$ cat src/cpu8_pkg.sv
package cpu8_pkg;

    localparam int unsigned QueueDepth = 2;

    typedef enum logic [5:0] {
        OP_LDA = 6'd0,  OP_LDX = 6'd1,  OP_LDY = 6'd2,  OP_STA = 6'd3,
        OP_STX = 6'd4,  OP_STY = 6'd5,  OP_ADC = 6'd6,  OP_SBC = 6'd7,
        OP_AND = 6'd8,  OP_ORA = 6'd9,  OP_EOR = 6'd10, OP_CMP = 6'd11,
        OP_CPX = 6'd12, OP_CPY = 6'd13, OP_BIT = 6'd14,
        OP_ASLA = 6'd15, OP_LSRA = 6'd16, OP_ROLA = 6'd17, OP_RORA = 6'd18,
        OP_ASLM = 6'd19, OP_LSRM = 6'd20, OP_ROLM = 6'd21, OP_RORM = 6'd22,
        OP_INC = 6'd23, OP_DEC = 6'd24, OP_INX = 6'd25, OP_INY = 6'd26,
        OP_DEX = 6'd27, OP_DEY = 6'd28, OP_TAX = 6'd29, OP_TAY = 6'd30,
        OP_TSX = 6'd31, OP_TXA = 6'd32, OP_TXS = 6'd33, OP_TYA = 6'd34,
        OP_CLC = 6'd35, OP_SEC = 6'd36, OP_CLI = 6'd37, OP_SEI = 6'd38,
        OP_CLV = 6'd39, OP_CLD = 6'd40, OP_SED = 6'd41, OP_PHA = 6'd42,
        OP_PHP = 6'd43, OP_PLA = 6'd44, OP_PLP = 6'd45,
        OP_BCC = 6'd46, OP_BCS = 6'd47, OP_BEQ = 6'd48, OP_BNE = 6'd49,
        OP_BPL = 6'd50, OP_BMI = 6'd51, OP_BVC = 6'd52, OP_BVS = 6'd53,
        OP_NOP = 6'd54
    } op_t;

    // operation class, set by the front end
    typedef enum logic [2:0] {
        CL_NONE   = 3'd0,
        CL_ALU    = 3'd1,
        CL_STORE  = 3'd2,
        CL_PUSH   = 3'd3,
        CL_PULL   = 3'd4,
        CL_BRANCH = 3'd5
    } op_class_t;

    typedef struct packed {
        op_t       op;
        op_class_t cls;
        logic [7:0]  operand;
        logic [15:0] pc;
    } cpu8_word_t;

    localparam logic [7:0]  SpReset   = 8'hFD;
    localparam logic [7:0]  PlpMask   = 8'b11101111;
    localparam logic [7:0]  PhpMark   = 8'h30;
    localparam logic [8:0]  StackPage = 9'h100;
    localparam logic [15:0] PageMask  = 16'hFF00;

    function automatic op_class_t classify(input logic [5:0] op);
        op_class_t c;
        c = CL_ALU;
        if (op == OP_STA || op == OP_STX || op == OP_STY) c = CL_STORE;
        else if (op == OP_PHA || op == OP_PHP) c = CL_PUSH;
        else if (op == OP_PLA || op == OP_PLP) c = CL_PULL;
        else if (op >= OP_BCC && op <= OP_BVS) c = CL_BRANCH;
        else if (op >= OP_CLD) c = CL_NONE;
        return c;
    endfunction

endpackage

$ cat src/cpu8_front.sv
module cpu8_front #(
    parameter int unsigned DEPTH = 2
) (
    input  logic                clk,
    input  logic                rst_n,
    input  logic                valid_in,
    output logic                stall_in,
    input  logic [5:0]          op,
    input  logic [7:0]          operand,
    input  logic [15:0]         pc_in,
    output logic                q_valid,
    input  logic                q_pop,
    output cpu8_pkg::cpu8_word_t q_word
);
    import cpu8_pkg::*;

    localparam int unsigned IW = (DEPTH > 1) ? $clog2(DEPTH) : 1;
    localparam int unsigned CW = $clog2(DEPTH + 1);

    cpu8_word_t     mem_reg [DEPTH];
    logic [IW-1:0]  wr_ptr_reg, rd_ptr_reg;
    logic [CW-1:0]  count_reg;
    logic           push, pop;
    cpu8_word_t     in_word;

    assign stall_in = (count_reg == CW'(DEPTH));
    assign push     = valid_in && !stall_in;
    assign pop      = q_pop && q_valid;
    assign q_valid  = (count_reg != '0);
    assign q_word   = mem_reg[rd_ptr_reg];

    always_comb
    begin
        in_word.op      = op_t'(op);
        in_word.cls     = classify(op);
        in_word.operand = operand;
        in_word.pc      = pc_in;
    end

    function automatic logic [IW-1:0] bump(input logic [IW-1:0] p);
        return (p == IW'(DEPTH - 1)) ? '0 : p + 1'b1;
    endfunction

    always_ff @(posedge clk)
    begin
        if (push) mem_reg[wr_ptr_reg] <= in_word;
    end

    always_ff @(posedge clk or negedge rst_n)
    begin
        if (!rst_n)
        begin
            wr_ptr_reg <= '0;
            rd_ptr_reg <= '0;
            count_reg  <= '0;
        end
        else
        begin
            if (push) wr_ptr_reg <= bump(wr_ptr_reg);
            if (pop) rd_ptr_reg <= bump(rd_ptr_reg);
            if (push && !pop) count_reg <= count_reg + 1'b1;
            else if (pop && !push) count_reg <= count_reg - 1'b1;
        end
    end
endmodule

$ cat src/cpu8_back.sv
module cpu8_back (
    input  logic                 clk,
    input  logic                 rst_n,
    input  logic                 q_valid,
    output logic                 q_pop,
    input  cpu8_pkg::cpu8_word_t q_word,
    output logic                 valid_out,
    input  logic                 stall_out,
    output logic [7:0]           result_byte,
    output logic                 mem_write,
    output logic [8:0]           stack_address,
    output logic [7:0]           acc_out,
    output logic [7:0]           x_out,
    output logic [7:0]           y_out,
    output logic [7:0]           status_out,
    output logic [7:0]           sp_out,
    output logic                 branch_taken,
    output logic [15:0]          branch_target,
    output logic                 page_crossed
);
    import cpu8_pkg::*;

    logic [7:0] a_reg, x_reg, y_reg, sp_reg;
    logic c_reg, z_reg, n_reg, v_reg, i_reg;
    logic [7:0] a_next, x_next, y_next, sp_next;
    logic c_next, z_next, n_next, v_next, i_next;
    logic [7:0] wb, m, sh, cmp_l, pl, st;
    logic [8:0] sum, diff, sa;
    logic       wr, cond, do_nz, shc;
    logic [7:0] nzv;
    logic [15:0] tgt, off;
    logic       out_valid_reg;
    logic       fire;

    assign fire  = q_valid && (!out_valid_reg || !stall_out);
    assign q_pop = fire;
    assign m     = q_word.operand;
    assign st    = {n_reg, v_reg, 1'b1, 1'b0, 1'b0, i_reg, z_reg, c_reg};
    assign sum   = {1'b0, a_reg} + {1'b0, m} + {8'd0, c_reg};
    assign diff  = {1'b0, a_reg} + {1'b0, ~m} + {8'd0, c_reg};
    assign off   = {{8{m[7]}}, m};
    assign pl    = (m & PlpMask) | 8'h20;

    always_comb
    begin
        unique case (q_word.op)
            OP_CPX:  cmp_l = x_reg;
            OP_CPY:  cmp_l = y_reg;
            default: cmp_l = a_reg;
        endcase
        // shifter source: accumulator forms or memory byte
        sh  = (q_word.op <= OP_RORA) ? a_reg : m;
        shc = 1'b0;
        unique case (2'(q_word.op - OP_ASLA))
            2'd0: begin shc = sh[7]; sh = {sh[6:0], 1'b0}; end
            2'd1: begin shc = sh[0]; sh = {1'b0, sh[7:1]}; end
            2'd2: begin shc = sh[7]; sh = {sh[6:0], c_reg}; end
            2'd3: begin shc = sh[0]; sh = {c_reg, sh[7:1]}; end
        endcase
    end

    always_comb
    begin
        a_next = a_reg; x_next = x_reg; y_next = y_reg; sp_next = sp_reg;
        c_next = c_reg; z_next = z_reg; n_next = n_reg; v_next = v_reg;
        i_next = i_reg;
        wb = 8'd0; wr = 1'b0; sa = 9'd0; cond = 1'b0;
        do_nz = 1'b0; nzv = 8'd0;
        unique case (q_word.op)
            OP_LDA: begin a_next = m; nzv = m; do_nz = 1'b1; end
            OP_LDX: begin x_next = m; nzv = m; do_nz = 1'b1; end
            OP_LDY: begin y_next = m; nzv = m; do_nz = 1'b1; end
            OP_STA: begin wb = a_reg; wr = 1'b1; end
            OP_STX: begin wb = x_reg; wr = 1'b1; end
            OP_STY: begin wb = y_reg; wr = 1'b1; end
            OP_ADC:
            begin
                a_next = sum[7:0]; c_next = sum[8];
                v_next = ~(a_reg[7] ^ m[7]) & (a_reg[7] ^ sum[7]);
                nzv = sum[7:0]; do_nz = 1'b1;
            end
            OP_SBC:
            begin
                a_next = diff[7:0]; c_next = diff[8];
                v_next = (a_reg[7] ^ m[7]) & (a_reg[7] ^ diff[7]);
                nzv = diff[7:0]; do_nz = 1'b1;
            end
            OP_AND: begin a_next = a_reg & m; nzv = a_next; do_nz = 1'b1; end
            OP_ORA: begin a_next = a_reg | m; nzv = a_next; do_nz = 1'b1; end
            OP_EOR: begin a_next = a_reg ^ m; nzv = a_next; do_nz = 1'b1; end
            OP_CMP, OP_CPX, OP_CPY:
            begin
                c_next = (cmp_l >= m); nzv = cmp_l - m; do_nz = 1'b1;
            end
            OP_BIT:
            begin
                z_next = ((a_reg & m) == 8'd0); n_next = m[7]; v_next = m[6];
            end
            OP_ASLA, OP_LSRA, OP_ROLA, OP_RORA:
            begin
                a_next = sh; c_next = shc; nzv = sh; do_nz = 1'b1;
            end
            OP_ASLM, OP_LSRM, OP_ROLM, OP_RORM:
            begin
                wb = sh; wr = 1'b1; c_next = shc; nzv = sh; do_nz = 1'b1;
            end
            OP_INC: begin wb = m + 8'd1; wr = 1'b1; nzv = wb; do_nz = 1'b1; end
            OP_DEC: begin wb = m - 8'd1; wr = 1'b1; nzv = wb; do_nz = 1'b1; end
            OP_INX: begin x_next = x_reg + 8'd1; nzv = x_next; do_nz = 1'b1; end
            OP_INY: begin y_next = y_reg + 8'd1; nzv = y_next; do_nz = 1'b1; end
            OP_DEX: begin x_next = x_reg - 8'd1; nzv = x_next; do_nz = 1'b1; end
            OP_DEY: begin y_next = y_reg - 8'd1; nzv = y_next; do_nz = 1'b1; end
            OP_TAX: begin x_next = a_reg; nzv = a_reg; do_nz = 1'b1; end
            OP_TAY: begin y_next = a_reg; nzv = a_reg; do_nz = 1'b1; end
            OP_TSX: begin x_next = sp_reg; nzv = sp_reg; do_nz = 1'b1; end
            OP_TXA: begin a_next = x_reg; nzv = x_reg; do_nz = 1'b1; end
            OP_TXS: sp_next = x_reg;
            OP_TYA: begin a_next = y_reg; nzv = y_reg; do_nz = 1'b1; end
            OP_CLC: c_next = 1'b0;
            OP_SEC: c_next = 1'b1;
            OP_CLI: i_next = 1'b0;
            OP_SEI: i_next = 1'b1;
            OP_CLV: v_next = 1'b0;
            OP_PHA, OP_PHP:
            begin
                sa = StackPage | {1'b0, sp_reg};
                wb = (q_word.op == OP_PHA) ? a_reg : (st | PhpMark);
                wr = 1'b1; sp_next = sp_reg - 8'd1;
            end
            OP_PLA:
            begin
                sp_next = sp_reg + 8'd1; sa = StackPage | {1'b0, sp_next};
                a_next = m; nzv = m; do_nz = 1'b1;
            end
            OP_PLP:
            begin
                sp_next = sp_reg + 8'd1; sa = StackPage | {1'b0, sp_next};
                n_next = pl[7]; v_next = pl[6]; i_next = pl[2];
                z_next = pl[1]; c_next = pl[0];
            end
            OP_BCC: cond = !c_reg;
            OP_BCS: cond = c_reg;
            OP_BEQ: cond = z_reg;
            OP_BNE: cond = !z_reg;
            OP_BPL: cond = !n_reg;
            OP_BMI: cond = n_reg;
            OP_BVC: cond = !v_reg;
            OP_BVS: cond = v_reg;
            default: ;
        endcase
        if (do_nz)
        begin
            z_next = (nzv == 8'd0); n_next = nzv[7];
        end
        cond = cond && (q_word.cls == CL_BRANCH);
        tgt  = cond ? (q_word.pc + off) : q_word.pc;
    end

    always_ff @(posedge clk or negedge rst_n)
    begin
        if (!rst_n)
        begin
            a_reg <= 8'd0; x_reg <= 8'd0; y_reg <= 8'd0; sp_reg <= SpReset;
            c_reg <= 1'b0; z_reg <= 1'b0; n_reg <= 1'b0; v_reg <= 1'b0;
            i_reg <= 1'b1;
            out_valid_reg <= 1'b0;
        end
        else
        begin
            if (fire)
            begin
                a_reg <= a_next; x_reg <= x_next; y_reg <= y_next;
                sp_reg <= sp_next; c_reg <= c_next; z_reg <= z_next;
                n_reg <= n_next; v_reg <= v_next; i_reg <= i_next;
                out_valid_reg <= 1'b1;
            end
            else if (!stall_out)
                out_valid_reg <= 1'b0;
        end
    end

    always_ff @(posedge clk)
    begin
        if (fire)
        begin
            result_byte   <= wb;
            mem_write     <= wr;
            stack_address <= sa;
            acc_out       <= a_next;
            x_out         <= x_next;
            y_out         <= y_next;
            status_out    <= {n_next, v_next, 1'b1, 1'b0, 1'b0, i_next, z_next, c_next};
            sp_out        <= sp_next;
            branch_taken  <= cond;
            branch_target <= tgt;
            page_crossed  <= cond && ((q_word.pc & PageMask) != (tgt & PageMask));
        end
    end

    assign valid_out = out_valid_reg;
endmodule

$ cat src/cpu_8bit_execute_unit.sv
// 8-bit CPU execute unit: A, X, Y, SP and flags with one ALU step per word.
// Path: an accepted word is first written into a queue entry, and the back end
// loads its result registers when it pops that word from the queue.
// Throughput: one word per cycle while stall_out is low; the back end's ALU/flag
// update sets the rate, and the 2-entry queue absorbs output stalls.
// Reset (rst_n low, async): queue and output empty, A/X/Y = 0, SP = 0xFD,
// flags clear except I = 1.
module cpu_8bit_execute_unit #(
    parameter int unsigned QUEUE_DEPTH = cpu8_pkg::QueueDepth
) (
    input  logic        clk,
    input  logic        rst_n,
    input  logic        valid_in,
    output logic        stall_in,
    input  logic [5:0]  op,
    input  logic [7:0]  operand,
    input  logic [15:0] pc_in,
    output logic        valid_out,
    input  logic        stall_out,
    output logic [7:0]  result_byte,
    output logic        mem_write,
    output logic [8:0]  stack_address,
    output logic [7:0]  acc_out,
    output logic [7:0]  x_out,
    output logic [7:0]  y_out,
    output logic [7:0]  status_out,
    output logic [7:0]  sp_out,
    output logic        branch_taken,
    output logic [15:0] branch_target,
    output logic        page_crossed
);
    import cpu8_pkg::*;

    // front end: classify word and queue it
    logic       q_valid, q_pop;
    cpu8_word_t q_word;

    cpu8_front #(.DEPTH(QUEUE_DEPTH)) u_front (
        .clk(clk), .rst_n(rst_n),
        .valid_in(valid_in), .stall_in(stall_in),
        .op(op), .operand(operand), .pc_in(pc_in),
        .q_valid(q_valid), .q_pop(q_pop), .q_word(q_word)
    );

    // back end: register file, ALU, branch unit, output register
    cpu8_back u_back (
        .clk(clk), .rst_n(rst_n),
        .q_valid(q_valid), .q_pop(q_pop), .q_word(q_word),
        .valid_out(valid_out), .stall_out(stall_out),
        .result_byte(result_byte), .mem_write(mem_write),
        .stack_address(stack_address), .acc_out(acc_out),
        .x_out(x_out), .y_out(y_out), .status_out(status_out),
        .sp_out(sp_out), .branch_taken(branch_taken),
        .branch_target(branch_target), .page_crossed(page_crossed)
    );

    // status bit 5 always reads one, B and D zero
    a_status_fixed: assert property (@(posedge clk) disable iff (!rst_n)
        valid_out |-> (status_out[5] && !status_out[4] && !status_out[3]))
        else $error("status fixed bits wrong");

    // page cross only on taken branch
    a_cross_taken: assert property (@(posedge clk) disable iff (!rst_n)
        valid_out && page_crossed |-> branch_taken)
        else $error("page cross without taken branch");

    // queue pops only when it has a word
    a_pop_valid: assert property (@(posedge clk) disable iff (!rst_n)
        q_pop |-> q_valid)
        else $error("pop from empty queue");

    // a queued word always produces an output next cycle
    a_pop_out: assert property (@(posedge clk) disable iff (!rst_n)
        q_pop |=> valid_out)
        else $error("popped word lost");
endmodule
$ cat config.mk
export PLATFORM = sky130hd
export DESIGN_NAME = cpu_8bit_execute_unit
export DESIGN_NICKNAME = d
export VERILOG_FILES = /design/src/cpu8_pkg.sv /design/src/cpu8_front.sv /design/src/cpu8_back.sv /design/src/cpu_8bit_execute_unit.sv
export SDC_FILE = /design/constraint.sdc
export NUM_CORES = 1
export LEC_CHECK = 0
export BUFFER_PORTS_ARGS = -buffer_cell sky130_fd_sc_hd__clkbuf_2
export CAP_MARGIN = 20
export CORE_MARGIN = 5
export CORE_UTILIZATION = 40
export CTS_BUF_LIST = sky130_fd_sc_hd__clkbuf_8
export DETAILED_ROUTE_END_ITERATION = 12
export HOLD_SLACK_MARGIN = 0.05
export PLACE_DENSITY = 0.69
export SLEW_MARGIN = 20
export SYNTH_ARGS = -nofsm -noshare
export SYNTH_HDL_FRONTEND = slang
export SYNTH_HIERARCHICAL = 1
export SYNTH_SLANG_ARGS = --single-unit
$ cat constraint.sdc
create_clock -name clk -period 10.9 [get_ports clk]
set_input_delay 1.635 -clock clk [delete_from_list [all_inputs] [get_ports clk]]
set_output_delay 1.635 -clock clk [all_outputs]
set_load 0.01 [all_outputs]
==> results by group <==
Status
  • Status: finished, final reports clean

Timing
  • Pins Over Slew Limit: 0
  • RSZ-0062 raised after global routing: false
  • F_max: 195.2 MHz
  • Clk_skew: 0.02367 ns
  • Tcrit/Tclk final: 0.4700
  • Final setup fails: 0
  • Final hold viol count: 0
  • Fin crit period: 5.123 ns
  • Max_slew headroom: 0.2409
  • Setup TNS Final: 0 ns
  • Slew @ Worst Pin: 1.139 ns

CTS
  • Worst-path clk slew: 0.12 ns
  • Hold-fix buffers, CTS: 0
  • Clk root buf: clkbuf_8
  • Setup repair bufs after CTS: 0
  • Post-CTS sizing: 0
  • CTS sink cnt: 181
  • CTS Buffer Depth: 2
  • Cts bufs inserted: 17
  • H-tree Lvls: 4
  • CTS tree: yes
  • Clk Latency, worst-skew pair: 0.52 ns

Placed design
  • Routability Congestion: 1.042
  • Post-DP HPWL: 32.29 mm
  • Dpl cells: 1830
  • Port Buffers: 108

Yosys
  • Xor/xnor share of the synthesized area: 0.02404
  • Number of synthesized flops with an enable pin: 139
  • Ys async rst share: 0.2320
  • Synth cell count leaders: 155 x nand2_1, 139 x edfxtp_1, 94 x nor2_1
  • Yosys cell types: 96
  • Post-synthesis mux area share: 0.06524
  • Yosys reg bits: 181
  • Top cell type's share of synthesized area: 0.3182
  • Mapped cell area: 0.01312 mm²
  • Synth area leader: edfxtp_1
  • Yosys warns: 6
  • Synth Flop Type: edfxtp_1
  • Simple-Gate Fraction of Synth Area: 0.1931
  • Synth Area in Compound Gates: 0.2049
  • Most common cell in the synthesized netlist: nand2_1
  • Seq/Total Area, Yosys: 0.3991
  • Syn avg cell area: 9.645 µm²
  • Main combinational cell family by area after synthesis: compound AO/OA/AOI/OAI gates
  • Post-Synth Adder-Cell Area: 0.06333
  • Mapped Cells: 1360
  • Top cells by area, synth: edfxtp_1 32%, dfrtp_1 6.5%, ha_1 5.3%

Drt
  • Router iterations before antenna repair: 8
  • # DRC: 0
  • Wire length per cell: 24.48 µm
  • Starting DRT DRC Count: 1534
  • Vias per Instance: 6.403
  • Total via count in the routed design: 11920
  • Detail Route Antenna Nets: 0
  • Post-Route WL: 45.57 mm

Floorplan
  • I/O Pins: 112
  • Core Region: 0.03245 mm²
  • Die width: 191.1 µm
  • Placement row count: 66
  • Die area: 0.03652 mm²
  • Initial Utilization: 0.4042
  • Die height: 191.1 µm

Global routing
  • First-pass GRT wire length: 68.28 mm
  • Total grt overflow: 0
  • Largest net degree at the start of global routing: 78
  • Global-route usage over all layers: 0.2458
  • Vias in the first global route: 11070
  • Initial antenna violation count: 0

Pwr
  • P_leak: 5.424 nW
  • Pwr dens: 337.4 mW/mm²
  • Peak supply drop: 0.1528 mV

Finish
  • Area Growth Syn to Fin: 8.938%
  • Fillers: 3153
  • Cell Count, Final, Fillers Out: 1862
  • Finished Core Util: 0.4403
  • Antenna cells: 0
  • NumNets Final: 1503
  • Max reg flops: 66
  • Layout cells sized above 1: 0.1845

Worst setup path
  • Startpoint Class: flip-flop
  • Arrival time worst endpoint: 5.53 ns
  • Crit path kind: reg2reg
  • Crit path capture type: flip-flop
  • Peak fanout along the critical path: 41
  • WP data required: 11.31 ns

Flow run
  • # Max-Cap Violations: 0

Hold path
  • Min-delay worst type: reg2reg
==> placed cells by master, fill, tap and decap left out, types with 7 or more instances in the layout <==
master       n
nor2_1      93
clkbuf_2   108
a221o_1     24
a21oi_1     47
a221oi_1    12
a31oi_1     20
or3_1       10
edfxtp_1   139
dfrtp_1     34
nand2b_1    21
nor3b_1     12
buf_4       18
o2111ai_1   11
o221ai_1    10
and2_1      13
o21ai_0     68
mux2i_1     18
o21a_1      11
or2_2        8
o211ai_1    10
o31ai_1      9
nor4_1      11
nand2_1    155
nor2b_1     11
dfstp_2      8
ha_1        56
xnor2_1     23
and3_1       7
xor2_1      13
nand4_1     18
a222oi_1    15
inv_1       46
clkbuf_8    17
a21o_1      14
nor3_1      26
nand3b_1    12
a22oi_1     26
mux2_2      53
a211oi_1    11
nand3_1     53
==> power breakdown <==
| part | internal (W) | switching [W] |
|---|---|---|
| Clock | 0.000172 | 0.000294 |
| Sequential | 0.00108 | 0.000271 |
| Combinational | 0.00109 | 0.00191 |
| Total | 0.00235 | 0.00247 |
==> worst max-delay path: stages, from the launching register on <==
cell	delay, ns
dfrtp_1	0.50
buf_4	0.41
mux2_2	0.67
nor4_2	0.80
nor2_1	0.29
a221o_1	0.38
ha_1	0.19
a21oi_1	0.22
a21boi_0	0.11
o21ai_0	0.26
xnor2_1	0.12
a211oi_1	0.35
nand3b_1	0.20
a21o_1	0.22
mux2_2	0.26
==> stage by stage <==
stage	power, W	worst slack [ns]	instance area, µm²	hold WS [ns]
3_3_place_gp	0.004234	6.039	13890	0.4747
3_5_place_dp	0.004265	5.924	13890	0.4745
4_1_cts	0.004750	5.888	14290	0.4923
5_1_grt	0.005091	5.461	14290	0.5038
6_report	0.004822	5.777	14290	0.4903
2_1_floorplan	0.003380	5.765	13120	0.4531
==> area by class of cell <==
type                            instances  area [µm²]  area share
Tap cell                              442       553.0     0.03870
Sequential cell                       181        5235      0.3663
Clock buffer                           17       234.0     0.01637
Clock inverter                         15       167.7     0.01173
Timing Repair Buffer                  126       675.6     0.04728
Multi-Input combinational cell       1033        7242      0.5068
Inverter                               48       182.7     0.01278
==> final timing paths <==
path | cells past startpoint | start | slack, ns | to
min in group asynchronous | 2 | rst_n | 1.23 | u_back/a_reg[7]
setup reg to reg | 14 | u_front/rd_ptr_reg | 5.78 | u_back/n_reg
hold / removal | 1 | u_front/count_reg[1] | 0.49 | u_front/count_reg[1]
hold reg to reg | 1 | u_front/count_reg[1] | 0.49 | u_front/count_reg[1]
max in group asynchronous | 2 | rst_n | 9.21 | u_front/count_reg[1]
setup / recovery | 14 | u_front/rd_ptr_reg | 5.78 | u_back/n_reg
==> logic make-up (layout without fill, tap and decap cells) <==
group	after synthesis	count (layout)
buffers and inverters	147	206
xor gates and xnor gates	36	36
DFF	181	181
AOI/OAI and AO/OA	363	363
adders and majority gates	63	63
and+or+nand+nor	493	493
muxes	75	75
other	2	3
==> routing by layer <==
layer,part of all wire,GRT usage
met2,0.43,0.3723
met1,0.42,0.3398
met4,0.052,0.1191
met3,0.099,0.04565
met5,0,0
Power figures use the tool's default switching activity.
